## src/mfse_pkg.sv

```systemverilog
package mfse_pkg;

  localparam int MAX_WINDOW    = 15;
  localparam int HISTORY_DEPTH = 16;
  localparam int SAMPLE_BITS   = 16;
  localparam int INDEX_BITS    = 16;
  localparam int RESULT_CAP    = 8;

  localparam int WL_BITS  = 4;
  localparam logic [WL_BITS-1:0] WL_RESET = 4'd5;

  localparam int HALF_MAX   = MAX_WINDOW / 2;
  localparam int HALF_BITS  = $clog2(HALF_MAX + 1);
  localparam int SORT_SLOTS = MAX_WINDOW;
  localparam int SLOT_BITS  = $clog2(SORT_SLOTS);
  localparam int CNT_BITS   = $clog2(SORT_SLOTS + 1);
  localparam int HIST_AW    = $clog2(HISTORY_DEPTH);
  localparam int RES_BITS   = $clog2(RESULT_CAP + 1);

  typedef enum logic [2:0] {
    S_IDLE,
    S_PLAN,
    S_READ,
    S_WAIT,
    S_EMIT,
    S_ERR
  } mfse_state_e;

  typedef struct packed {
    logic clear;
    logic insert;
  } sort_ctrl_t;

endpackage

```

## src/median_filter_shrinking_edges_unit.sv

```systemverilog
// channel  direction  handshake                    payload
// in       input      in_valid_i / in_ready_o      sample_i, end_of_frame_i
// out      output     out_valid_o / out_ready_i    median_value_o, position_o,
//                                                  last_of_run_o, window_error_o
// config   input      window_length_we_i           window_length_i
//
// each median is planned, then its 2*h+1 history entries are read (one
// port, one entry a cycle, each inserted into the sorter the cycle after its
// read), then the sorter settles and the output register is loaded; an item
// is accepted while idle, and planning returns to idle when it has no results.
// an even window loads its error result in the error state once the output is free.
// reset clears counters and control; history holds no reset value.
// a stalled output holds the next result back; the last result of an item
// waits in the output register while the next item is accepted.
module median_filter_shrinking_edges_unit (
  input  logic                                    clk_i,
  input  logic                                    rst_ni,
  input  logic                                    window_length_we_i,
  input  logic [mfse_pkg::WL_BITS-1:0]            window_length_i,
  input  logic                                    in_valid_i,
  output logic                                    in_ready_o,
  input  logic signed [mfse_pkg::SAMPLE_BITS-1:0] sample_i,
  input  logic                                    end_of_frame_i,
  output logic                                    out_valid_o,
  input  logic                                    out_ready_i,
  output logic signed [mfse_pkg::SAMPLE_BITS-1:0] median_value_o,
  output logic [mfse_pkg::INDEX_BITS-1:0]         position_o,
  output logic                                    last_of_run_o,
  output logic                                    window_error_o
);
  import mfse_pkg::*;

  mfse_state_e state_q, state_d;

  logic [WL_BITS-1:0]    win_len_q;
  logic [INDEX_BITS-1:0] cnt_q, emit_q, n_q, c_q;
  logic                  eof_q, last_q, rd_valid_q;
  logic [RES_BITS-1:0]   r_q;
  logic [HALF_BITS-1:0]  h_q;
  logic [SLOT_BITS-1:0]  j_q;

  logic                          out_valid_q;
  logic signed [SAMPLE_BITS-1:0] med_q;
  logic [INDEX_BITS-1:0]         pos_q;
  logic                          lor_q, err_q;

  logic                  accept, even_win, slot_free;
  logic                  ram_re, load_med, load_err, finish, plan_go;
  sort_ctrl_t            sort_ctrl;
  logic [WL_BITS-1:0]    half_raw;
  logic [HALF_BITS-1:0]  hmax, h_new;
  logic [INDEX_BITS-1:0] hmax_ext, pending, nxt_pend, right_gap, min_c, min_ce;
  logic                  stop_now, stop_next;
  logic [INDEX_BITS-1:0] rd_pos;
  logic [SAMPLE_BITS-1:0] rd_data;
  logic signed [SAMPLE_BITS-1:0] median;
  logic [CNT_BITS-1:0]   sort_count;

  assign accept    = in_valid_i && in_ready_o;
  assign even_win  = !win_len_q[0];
  assign slot_free = !out_valid_q || out_ready_i;

  // half-width, capped at the widest window
  assign half_raw = win_len_q >> 1;
  assign hmax     = (half_raw > WL_BITS'(HALF_MAX)) ? HALF_BITS'(HALF_MAX)
                                                    : HALF_BITS'(half_raw);
  assign hmax_ext = INDEX_BITS'(hmax);

  // planning of the next position of the run
  assign pending  = n_q + INDEX_BITS'(1) - emit_q;
  assign nxt_pend = pending - INDEX_BITS'(1);
  assign stop_now = (r_q == RES_BITS'(RESULT_CAP)) || (pending == '0) ||
                    (!eof_q && pending < hmax_ext + INDEX_BITS'(1));
  assign stop_next = (r_q + RES_BITS'(1) == RES_BITS'(RESULT_CAP)) ||
                     (nxt_pend == '0) ||
                     (!eof_q && nxt_pend < hmax_ext + INDEX_BITS'(1));

  // window shrinks at the left edge, and at the right edge on frame end
  assign right_gap = n_q - emit_q;
  assign min_c     = (emit_q < hmax_ext) ? emit_q : hmax_ext;
  assign min_ce    = (right_gap < min_c) ? right_gap : min_c;
  assign h_new     = eof_q ? HALF_BITS'(min_ce) : HALF_BITS'(min_c);

  assign rd_pos = c_q - INDEX_BITS'(h_q) + INDEX_BITS'(j_q);

  always_comb begin
    state_d = state_q;
    case (state_q)
      S_IDLE: begin
        if (in_valid_i) begin
          state_d = even_win ? S_ERR : S_PLAN;
        end
      end
      S_PLAN: begin
        state_d = stop_now ? S_IDLE : S_READ;
      end
      S_READ: begin
        if (j_q == SLOT_BITS'({h_q, 1'b0})) begin
          state_d = S_WAIT;
        end
      end
      S_WAIT: begin
        state_d = S_EMIT;
      end
      S_EMIT: begin
        if (slot_free) begin
          state_d = last_q ? S_IDLE : S_PLAN;
        end
      end
      S_ERR: begin
        if (slot_free) begin
          state_d = S_IDLE;
        end
      end
      default: begin
        state_d = S_IDLE;
      end
    endcase
  end

  always_comb begin
    in_ready_o       = 1'b0;
    ram_re           = 1'b0;
    sort_ctrl.clear  = 1'b0;
    sort_ctrl.insert = rd_valid_q;
    load_med         = 1'b0;
    load_err         = 1'b0;
    finish           = 1'b0;
    plan_go          = 1'b0;
    case (state_q)
      S_IDLE: begin
        in_ready_o = 1'b1;
      end
      S_PLAN: begin
        sort_ctrl.clear = 1'b1;
        plan_go         = !stop_now;
        finish          = stop_now;
      end
      S_READ: begin
        ram_re = 1'b1;
      end
      S_EMIT: begin
        load_med = slot_free;
        finish   = slot_free && last_q;
      end
      S_ERR: begin
        load_err = slot_free;
      end
      default: begin
        in_ready_o = 1'b0;
      end
    endcase
  end

  always_ff @(posedge clk_i or negedge rst_ni) begin
    if (!rst_ni) begin
      state_q     <= S_IDLE;
      win_len_q   <= WL_RESET;
      cnt_q       <= '0;
      emit_q      <= '0;
      r_q         <= '0;
      rd_valid_q  <= 1'b0;
      out_valid_q <= 1'b0;
    end else begin
      state_q    <= state_d;
      rd_valid_q <= ram_re;
      if (window_length_we_i) begin
        win_len_q <= window_length_i;
      end
      if (accept) begin
        r_q <= '0;
        if (even_win && end_of_frame_i) begin
          cnt_q  <= '0;
          emit_q <= '0;
        end else begin
          cnt_q <= cnt_q + INDEX_BITS'(1);
        end
      end
      if (load_med) begin
        emit_q <= emit_q + INDEX_BITS'(1);
        r_q    <= r_q + RES_BITS'(1);
      end
      // frame end drops the counters once the run is out
      if (finish && eof_q) begin
        cnt_q  <= '0;
        emit_q <= '0;
      end
      if (load_med || load_err) begin
        out_valid_q <= 1'b1;
      end else if (out_ready_i) begin
        out_valid_q <= 1'b0;
      end
    end
  end

  always_ff @(posedge clk_i) begin
    if (accept) begin
      n_q   <= cnt_q;
      eof_q <= end_of_frame_i;
    end
    if (plan_go) begin
      c_q    <= emit_q;
      h_q    <= h_new;
      last_q <= stop_next;
      j_q    <= '0;
    end else if (ram_re) begin
      j_q <= j_q + SLOT_BITS'(1);
    end
    if (load_med) begin
      med_q <= median;
      pos_q <= c_q;
      lor_q <= last_q;
      err_q <= 1'b0;
    end else if (load_err) begin
      med_q <= '0;
      pos_q <= n_q;
      lor_q <= 1'b1;
      err_q <= 1'b1;
    end
  end

  mfse_ram #(
    .WIDTH(SAMPLE_BITS),
    .DEPTH(HISTORY_DEPTH)
  ) u_history (
    .clk_i   (clk_i),
    .we_i    (accept),
    .waddr_i (cnt_q[HIST_AW-1:0]),
    .wdata_i (sample_i),
    .re_i    (ram_re),
    .raddr_i (rd_pos[HIST_AW-1:0]),
    .rdata_o (rd_data)
  );

  mfse_sorter u_sorter (
    .clk_i    (clk_i),
    .rst_ni   (rst_ni),
    .ctrl_i   (sort_ctrl),
    .data_i   (rd_data),
    .half_i   (h_q),
    .median_o (median),
    .count_o  (sort_count)
  );

  assign out_valid_o    = out_valid_q;
  assign median_value_o = med_q;
  assign position_o     = pos_q;
  assign last_of_run_o  = lor_q;
  assign window_error_o = err_q;

  a_err_shape: assert property (@(posedge clk_i) disable iff (!rst_ni)
    out_valid_o && window_error_o |-> median_value_o == '0 && last_of_run_o)
    else $error("error result malformed");

  a_result_cap: assert property (@(posedge clk_i) disable iff (!rst_ni)
    r_q <= RES_BITS'(RESULT_CAP)) else $error("too many results for one item");

  a_window_full: assert property (@(posedge clk_i) disable iff (!rst_ni)
    state_q == S_EMIT |-> sort_count == CNT_BITS'({h_q, 1'b0}) + CNT_BITS'(1))
    else $error("median taken from incomplete window");

  a_ready_idle: assert property (@(posedge clk_i) disable iff (!rst_ni)
    accept |=> !in_ready_o) else $error("second transaction taken while busy");

endmodule

```

## src/mfse_ram.sv

```systemverilog
module mfse_ram #(
  parameter int WIDTH = 16,
  parameter int DEPTH = 16
) (
  input  logic                     clk_i,
  input  logic                     we_i,
  input  logic [$clog2(DEPTH)-1:0] waddr_i,
  input  logic [WIDTH-1:0]         wdata_i,
  input  logic                     re_i,
  input  logic [$clog2(DEPTH)-1:0] raddr_i,
  output logic [WIDTH-1:0]         rdata_o
);

  logic [WIDTH-1:0] mem_q [DEPTH];
  logic [WIDTH-1:0] rdata_q;

  always_ff @(posedge clk_i) begin
    if (we_i) begin
      mem_q[waddr_i] <= wdata_i;
    end
    if (re_i) begin
      rdata_q <= mem_q[raddr_i];
    end
  end

  assign rdata_o = rdata_q;

endmodule

```

## src/mfse_sorter.sv

```systemverilog
module mfse_sorter (
  input  logic                                    clk_i,
  input  logic                                    rst_ni,
  input  mfse_pkg::sort_ctrl_t                    ctrl_i,
  input  logic signed [mfse_pkg::SAMPLE_BITS-1:0] data_i,
  input  logic [mfse_pkg::HALF_BITS-1:0]          half_i,
  output logic signed [mfse_pkg::SAMPLE_BITS-1:0] median_o,
  output logic [mfse_pkg::CNT_BITS-1:0]           count_o
);
  import mfse_pkg::*;

  logic signed [SAMPLE_BITS-1:0] slot_q [SORT_SLOTS];
  logic signed [SAMPLE_BITS-1:0] slot_d [SORT_SLOTS];
  logic [SORT_SLOTS-1:0]         gt;
  logic [CNT_BITS-1:0]           cnt_q, cnt_d;
  logic                          sorted_ok;

  // every filled slot compares against the new entry at once
  always_comb begin
    for (int m = 0; m < SORT_SLOTS; m++) begin
      gt[m] = (CNT_BITS'(m) < cnt_q) && (slot_q[m] > data_i);
    end
  end

  // larger entries shift up one slot, the new one drops into the gap
  always_comb begin
    if (gt[0] || cnt_q == '0) begin
      slot_d[0] = data_i;
    end else begin
      slot_d[0] = slot_q[0];
    end
    for (int m = 1; m < SORT_SLOTS; m++) begin
      if (gt[m-1]) begin
        slot_d[m] = slot_q[m-1];
      end else if (gt[m] || CNT_BITS'(m) == cnt_q) begin
        slot_d[m] = data_i;
      end else begin
        slot_d[m] = slot_q[m];
      end
    end
  end

  always_comb begin
    if (ctrl_i.clear) begin
      cnt_d = '0;
    end else if (ctrl_i.insert) begin
      cnt_d = cnt_q + CNT_BITS'(1);
    end else begin
      cnt_d = cnt_q;
    end
  end

  always_ff @(posedge clk_i or negedge rst_ni) begin
    if (!rst_ni) begin
      cnt_q <= '0;
    end else begin
      cnt_q <= cnt_d;
    end
  end

  always_ff @(posedge clk_i) begin
    if (ctrl_i.insert) begin
      slot_q <= slot_d;
    end
  end

  assign median_o = slot_q[SLOT_BITS'(half_i)];
  assign count_o  = cnt_q;

  always_comb begin
    sorted_ok = 1'b1;
    for (int m = 0; m < SORT_SLOTS - 1; m++) begin
      if (CNT_BITS'(m + 1) < cnt_q && slot_q[m] > slot_q[m+1]) begin
        sorted_ok = 1'b0;
      end
    end
  end

  a_sorted: assert property (@(posedge clk_i) disable iff (!rst_ni)
    sorted_ok) else $error("sorter slots out of order");

  a_no_overflow: assert property (@(posedge clk_i) disable iff (!rst_ni)
    cnt_q <= CNT_BITS'(SORT_SLOTS)) else $error("sorter overfilled");

  a_clear_vs_insert: assert property (@(posedge clk_i) disable iff (!rst_ni)
    !(ctrl_i.clear && ctrl_i.insert)) else $error("clear during insert");

endmodule
```

## config.mk

```make
export PLATFORM = sky130hd
export DESIGN_NAME = median_filter_shrinking_edges_unit
export DESIGN_NICKNAME = d
export VERILOG_FILES = /design/src/mfse_pkg.sv /design/src/median_filter_shrinking_edges_unit.sv /design/src/mfse_ram.sv /design/src/mfse_sorter.sv
export SDC_FILE = /design/constraint.sdc
export NUM_CORES = 1
export LEC_CHECK = 0
export ABC_AREA = 1
export BUFFER_PORTS_ARGS = -buffer_cell sky130_fd_sc_hd__buf_2
export CORE_UTILIZATION = 36
export DETAILED_ROUTE_END_ITERATION = 10
export SLEW_MARGIN = 25
export SYNTH_ARGS = -nofsm -noshare
export SYNTH_HDL_FRONTEND = slang
export SYNTH_SLANG_ARGS = --single-unit
```

## constraint.sdc

```tcl
create_clock -name clk_i -period 4.3 [get_ports clk_i]
set_clock_uncertainty 0.2 [all_clocks]
set_input_delay 0.43 -clock clk_i [delete_from_list [all_inputs] [get_ports clk_i]]
set_output_delay 0.43 -clock clk_i [all_outputs]
set_load 0.01 [all_outputs]
```

# [Word level (Yosys, flattened, before mapping)]
# Memory sizes are Yosys's and may differ from the RTL's. A register that Yosys moved wholly into a read port is not among the register bits.
# Cells that the tools add are included.
[word_totals] reg_bits=364 ram_bits=256 input_bits=26 out_inout_bits=36 elab_cells=268 memories=1
[op_classes] n_addsub=12 n_lt_le_gt_ge=36 eq_ne=26 n_mux=71 bitwise_logic=1 reduce_logical=88
[mem_list] name="u_history.mem_q" words=16 width=16 rd=1 rd_ports_with_merged_regs=1 wr=1 line_no="mfse_ram.sv:14" text="logic [WIDTH-1:0] mem_q [DEPTH];"
[ops] operator="$mux W16" count=42
[ops] operator="$gt A16 B16 Y1" count=15
[ops] operator="$bmux W16 S4" count=1
[ops] operator="$add A16 B1 Y16 const B" count=3
[ops] operator="$reduce_bool A2 Y1" count=19
[ops] operator="$logic_not A16 Y1" count=2
[ops] operator="$lt A16 B16 Y1" count=2
[ops] operator="$reduce_and A2 Y1" count=16
[ops] operator="$sub A16 B16 Y16" count=2
[ops] operator="$eq A4 B4 Y1 const A" count=7
[ops] operator="$lt A4 B4 Y1 const A" count=7
[ops] operator="$mux W3" count=8
[ops] operator="$logic_and A1 B1 Y1" count=21
[ops] operator="$logic_or A1 B1 Y1" count=21
[ops] operator="$pmux W3 S6" count=1
[ops] operator="$eq A3 B4 Y1 const A" count=4
[ops] operator="$lt A16 B3 Y1" count=1
[ops] operator="$lt A16 B4 Y1" count=1
[ops] operator="$lt A3 B4 Y1 const A" count=4
[ops] operator="$mux W4" count=4
[ops] operator="$sub A16 B1 Y16 const B" count=1
[ops] operator="$mux W1" count=13
[ops] operator="$add A4 B1 Y4 const B" count=3
[ops] operator="$eq A2 B4 Y1 const A" count=2
[ops] operator="22 further kinds" count=34

# [Longest topological paths before layout]
[logic_depth] ltp_word=10 ltp_mapped=24 mapped_depth_nobuf=24

# [Hierarchy]
# From an unflattened synthesis, not the netlist that was laid out.
[unflattened] hier_cells=3250 area_unflattened_um2=29708.5
[modules_own_cells] mod="mfse_ram" instances=1 cells_each=1074 area_per_inst_um2=11548.6
[modules_own_cells] mod="mfse_sorter" instances=1 cells_each=1180 area_per_inst_um2=9843.2
[modules_own_cells] mod="median_filter_shrinking_edges_unit" instances=1 cells_each=996 area_per_inst_um2=8316.7

# [Worst setup path after synthesis]
# No wires, ideal clock.
[synth_timing] path_type="register to register" start="reg u_history.rdata_q[13] (netlist: u_history.rdata_o[13]) (read register of u_history.mem_q)" end="reg u_sorter.slot_q[208] in the netlist's numbering, enable pin" setup_time_ns=0.399 arrival_ns=2.957 required_time_ns=3.701 path_slack_ns=0.744 stages_incl_launch_ff=11 n_path_buf=1 synth_period_minus_slack_ns=3.556 cell_sequence="edfxtp_1 -> inv_1 -> ha_1 -> a21oi_1 -> nor2_1 -> a211oi_1 -> nand3_1 -> xnor2_1 -> nand3_1 -> clkbuf_1 -> a31oi_1"
[synth_between] elab_chain_cells=5
[synth_lines] item="start, declared" line_no="mfse_ram.sv:15" text="logic [WIDTH-1:0] rdata_q;"
[synth_lines] item="$gt A16 B16 Y1" line_no="mfse_sorter.sv:21" text="gt[m] = (CNT_BITS'(m) < cnt_q) && (slot_q[m] > data_i);"
[synth_lines] item="$logic_and A1 B1 Y1" line_no="mfse_sorter.sv:21"
[synth_lines] item="$logic_or A1 B1 Y1" line_no="mfse_sorter.sv:35" text="end else if (gt[m] || CNT_BITS'(m) == cnt_q) begin"
[synth_lines] item="$reduce_bool A2 Y1 (no line) (*)"
[synth_lines] item="$reduce_and A2 Y1 (no line) (*)"
[synth_lines] item="end signal, assigned" line_no="mfse_sorter.sv:63" text="slot_q <= slot_d;"
[synth_lines] item="end, declared" line_no="mfse_sorter.sv:12" text="logic signed [SAMPLE_BITS-1:0] slot_q [SORT_SLOTS];"
# Mark *: on every way between the ends. The rest lies on a longest branch, timed or not.
# A chain may end at the register's enable or synchronous reset.

# [Final worst setup path]
[layout_timing] start="reg n_q[0]" end="reg h_q[2] (data pin)"
[layout_between] elab_chain_cells=4
[layout_lines] item="start, declared" line_no="median_filter_shrinking_edges_unit.sv:36" text="logic [INDEX_BITS-1:0] cnt_q, emit_q, n_q, c_q;"
[layout_lines] item="start signal, assigned" line_no="median_filter_shrinking_edges_unit.sv:198" text="n_q <= cnt_q;"
[layout_lines] item="$sub A16 B16 Y16 (*)" line_no="median_filter_shrinking_edges_unit.sv:79" text="assign right_gap = n_q - emit_q;"
[layout_lines] item="$lt A16 B16 Y1" line_no="median_filter_shrinking_edges_unit.sv:81" text="assign min_ce = (right_gap < min_c) ? right_gap : min_c;"
[layout_lines] item="$mux W3 (*)" line_no="median_filter_shrinking_edges_unit.sv:81"
[layout_lines] item="$mux W3 (*)" line_no="median_filter_shrinking_edges_unit.sv:82" text="assign h_new = eof_q ? HALF_BITS'(min_ce) : HALF_BITS'(min_c);"
[layout_lines] item="net h_new[2]" line_no="median_filter_shrinking_edges_unit.sv:51" text="logic [HALF_BITS-1:0] hmax, h_new;"
[layout_lines] item="end signal, assigned" line_no="median_filter_shrinking_edges_unit.sv:203" text="h_q <= h_new;"
[layout_lines] item="end, declared" line_no="median_filter_shrinking_edges_unit.sv:39" text="logic [HALF_BITS-1:0] h_q;"
# The timed path passes the listed nets; every way through them passes the cells marked *.

==> impl_metrics.csv <==
group,metric,value,unit
run_status,outcome,"complete, no violations",
floorplanning,die_w,282,um
global_route,grt_start_max_net_pins,71,
clocking,cts_setup_buffers,0,
clocking,cts_tree,"yes",
setup_path,cp_max_fo,4,
global_route,grt_pass1_wl,108,mm
global_route,overflow,0,
finish,area_delta_synth_final,13.9,%
drt,routed-via-count,20400,
setup_path,arrival,4.08,ns
sta,drv_slew,0,
global_route,antenna_found_initial,0,
synthesis,netlist.area_leader.share,50.1,%
drt,routed_wl,69.5,mm
setup_path,r2r_cells,23,
clocking,cts-htree-levels,2,
setup_path,cp-startpoint,"n_q[0]",
setup_path,r2r_slack,0.42,ns
setup_path,start_kind,"flop",
global_route,grt_use_total,17.5,%
min_path,holdPathEnd,"u_history.mem_q[2][4]",
sta,max-slew-margin-rel,35.5,%
floorplanning,die_h,282,um
sta,setup_viol,0,
drt,drc_errors,0,
min_path,whs_path_depth,1,
floorplanning,fp.coreArea,0.0775,mm^2
sta,finalHoldViolations,0,
sta,rsz0062_at_grt,"no",
floorplanning,rows,102,
drt,viasPerCell,5.10,
finish,drive_gt1_share,9.86,%
clocking,insertion_delay,0.64,ns
synthesis,syn_inst,2801,
setup_path,critPathKind,"reg2reg",
synthesis,ys_warn_count,0,
setup_path,regToRegStartpoint,"n_q[0]",
clocking,cts_resized,0,
drt,drt_iter0_markers,1334,
clocking,max-clock-path-buffers,3,
clocking,cts_buffers,58,
finish,seqCellArea,0.0154,mm^2
synthesis,synth_ff_type,"edfxtp_1",
placed_design,globalplace.congestion,0.871,
clocking,cts-root-buf,"clkbuf_16",
sta,worst_slew_pin_slew,0.965,ns
clocking,cts_sinks,524,
synthesis,postSynthAreaPerCell,10.1,um^2
min_path,hold_path_class,"in2reg",
placed_design,hpwl,48.1,mm
synthesis,synth_top_cell_by_area,"edfxtp_1",
placed_design,io_buffers,61,
synthesis,ys_types,58,
sta,period_share,90.1,%
synthesis,ys_ff_latch,524,
floorplanning,ioPinCount,62,
synthesis,ys_top_cells_by_area,"edfxtp_1, ha_1, nor2_1",
synthesis,ys_seq_area_share,54.8,%
synthesis,async_flop_share,9.35,%
sta,fmax,0.258,GHz
global_route,first_global_vias,19400,
sta,fin_setup_tns,0,ns
sta,fin_crit,3.88,ns
finish,multi_input_area,0.0113,mm^2
run,cap_violations,0,
floorplanning,initial_core_util,36.4,%
synthesis,syn-cell-area,0.0282,mm^2
setup_path,reg2reg_to,"h_q[2]",
setup_path,required,4.50,ns
synthesis,synth_edf_count,470,
finish,fillers,7463,
drt,first_pass_iters,5,
setup_path,crit_path_end_kind,"flop",
finish,antenna_cells,0,
clocking,clk_pin_slew,0.06,ns
drt,avgRoutedWirePerCell,17.4,um
min_path,hold_path.startpoint,"sample_i[4]",
floorplanning,die_area,0.0794,mm^2
finish,final_nets,3145,
drt,ant_nets,0,
==> repair_timing <==
item / 4_1_cts / 5_1_grt
hold endpoints to repair: 228 / 0
hold buffers: 25 / 0
setup endpoints to repair: 0 / 0
==> area by class of cell <==
cell class,count,area share [%]
clock buffer,74,4.81
clock inverter,36,1.28
inverter,276,3.24
multi-input combinational,1900,35.3
sequential,524,48.1
tap,1040,4.06
timing repair buffer,142,3.20
==> synthesized netlist by cell type (4+ instances only) <==
master,number
xnor2_1,15
inv_1,272
mux2_2,16
dfrtp_1,47
buf_2,7
xor2_1,24
buf_1,8
o211ai_1,19
o32ai_1,64
a21oi_2,31
fa_1,16
nand2_2,13
ha_1,201
a21oi_1,188
o21a_1,10
o22ai_1,8
o221ai_1,4
nor2_1,397
dfxtp_1,5
nand4_1,22
nor4_1,5
o21ai_0,261
nand3_1,101
nand2b_1,16
nand2_1,370
nor3_1,23
nand3b_1,4
a31oi_1,39
clkbuf_1,95
edfxtp_1,470
==> per-layer routing <==
metal	routed length (um)	up-vias	part of all wire (%)	track usage (%)
met5	0	-	0	0
met4	1240	0	1.8	4.12
met3	3870	82	5.6	2.53
met2	31700	553	46	28.3
met1	32700	9656	47	24.6
li1	-	10100	-	-
==> metrics by stage <==
| step | setup slack (ns) | std cells | cell area [um^2] | util, % | hold slack (ns) |
|---|---|---|---|---|---|
| finish | 0.424 | 3992 | 32100 | 41.4 | 0.0310 |
| global route | 0.0366 | 3992 | 32100 | 41.4 | 0.0230 |
| global placement | 0.523 | 3857 | 29900 | 38.6 | 0.236 |
| detailed placement | 0.437 | 3857 | 29900 | 38.6 | 0.243 |
| CTS | 0.440 | 3992 | 32100 | 41.4 | 0.00229 |
| floorplan | 0.744 | 2813 | 28200 | - | -0.0656 |
==> registers in the layout, summed over array words and instances, names as in the netlist, 3 cells and up <==
signal,flops
u_history.mem_q,256
u_sorter.slot_q,128
c_q,16
cnt_q,16
emit_q,16
median_value_o,16
n_q,16
position_o,16
u_history.rdata_o,16
j_q,4
r_q,4
u_sorter.count_o,4
win_len_q,4
h_q,3
state_q,3
==> logic make-up (layout without fill, tap and decap cells) <==
family	count (synthesis)	in the layout	synth area share [%]
adder cells (fa/ha/maj)	217	217	10.1
AND/OR/NAND/NOR	961	961	14.1
flip-flops	524	524	54.8
multiplexers	16	16	0.640
other	1	13	0.0133
XOR/XNOR	40	40	1.27
buffers and inverters	389	528	5.39
AO/OA/AOI/OAI	653	653	13.7
==> critical path, stage by stage (launching register included) <==
cell and delay, ns:
edfxtp_1 0.39, inv_1 0.09, ha_1 0.15, inv_1 0.07
fa_1 0.40, nand3_1 0.11, nand3_1 0.13, nand3_1 0.10
nand2_1 0.08, a21boi_0 0.31, o21ai_0 0.19, nand3_1 0.10
nand2_1 0.08, nand3_1 0.07, nand2_1 0.06, xor2_1 0.14
ha_1 0.27, nand2_1 0.04, inv_1 0.06, nand3_1 0.08
nor3_1 0.22, nand2_1 0.15, nand3_1 0.10, nand2_1 0.05
==> cells in the final DEF, fill, tap and decap left out, types with 22 or more instances in the layout <==
cell,n
nor2_1,394
inv_1,271
dfrtp_1,47
o21ai_0,261
a31oi_1,38
dlygate4sd3_1,25
a21oi_2,31
buf_2,61
edfxtp_1,470
a21oi_1,188
nand4_1,22
clkbuf_16,59
nor3_1,22
ha_1,200
nand3_1,101
nand2_1,369
buf_4,52
xor2_1,23
o32ai_1,64
==> worst max-delay path by stage <==
stage | depth (start not counted) | slack (ns) | to
detailed placement | 23 | 0.44 | h_q[2]
global placement | 23 | 0.52 | h_q[1]
CTS | 23 | 0.44 | h_q[2]
floorplan | 10 | 0.74 | u_sorter.slot_q[208]
global route | 23 | 0.04 | h_q[0]
finish | 23 | 0.42 | h_q[2]
Power is left out: the tool's default activity adds up to more than one toggle a clock period on the data nets, which glitch-free logic cannot reach.
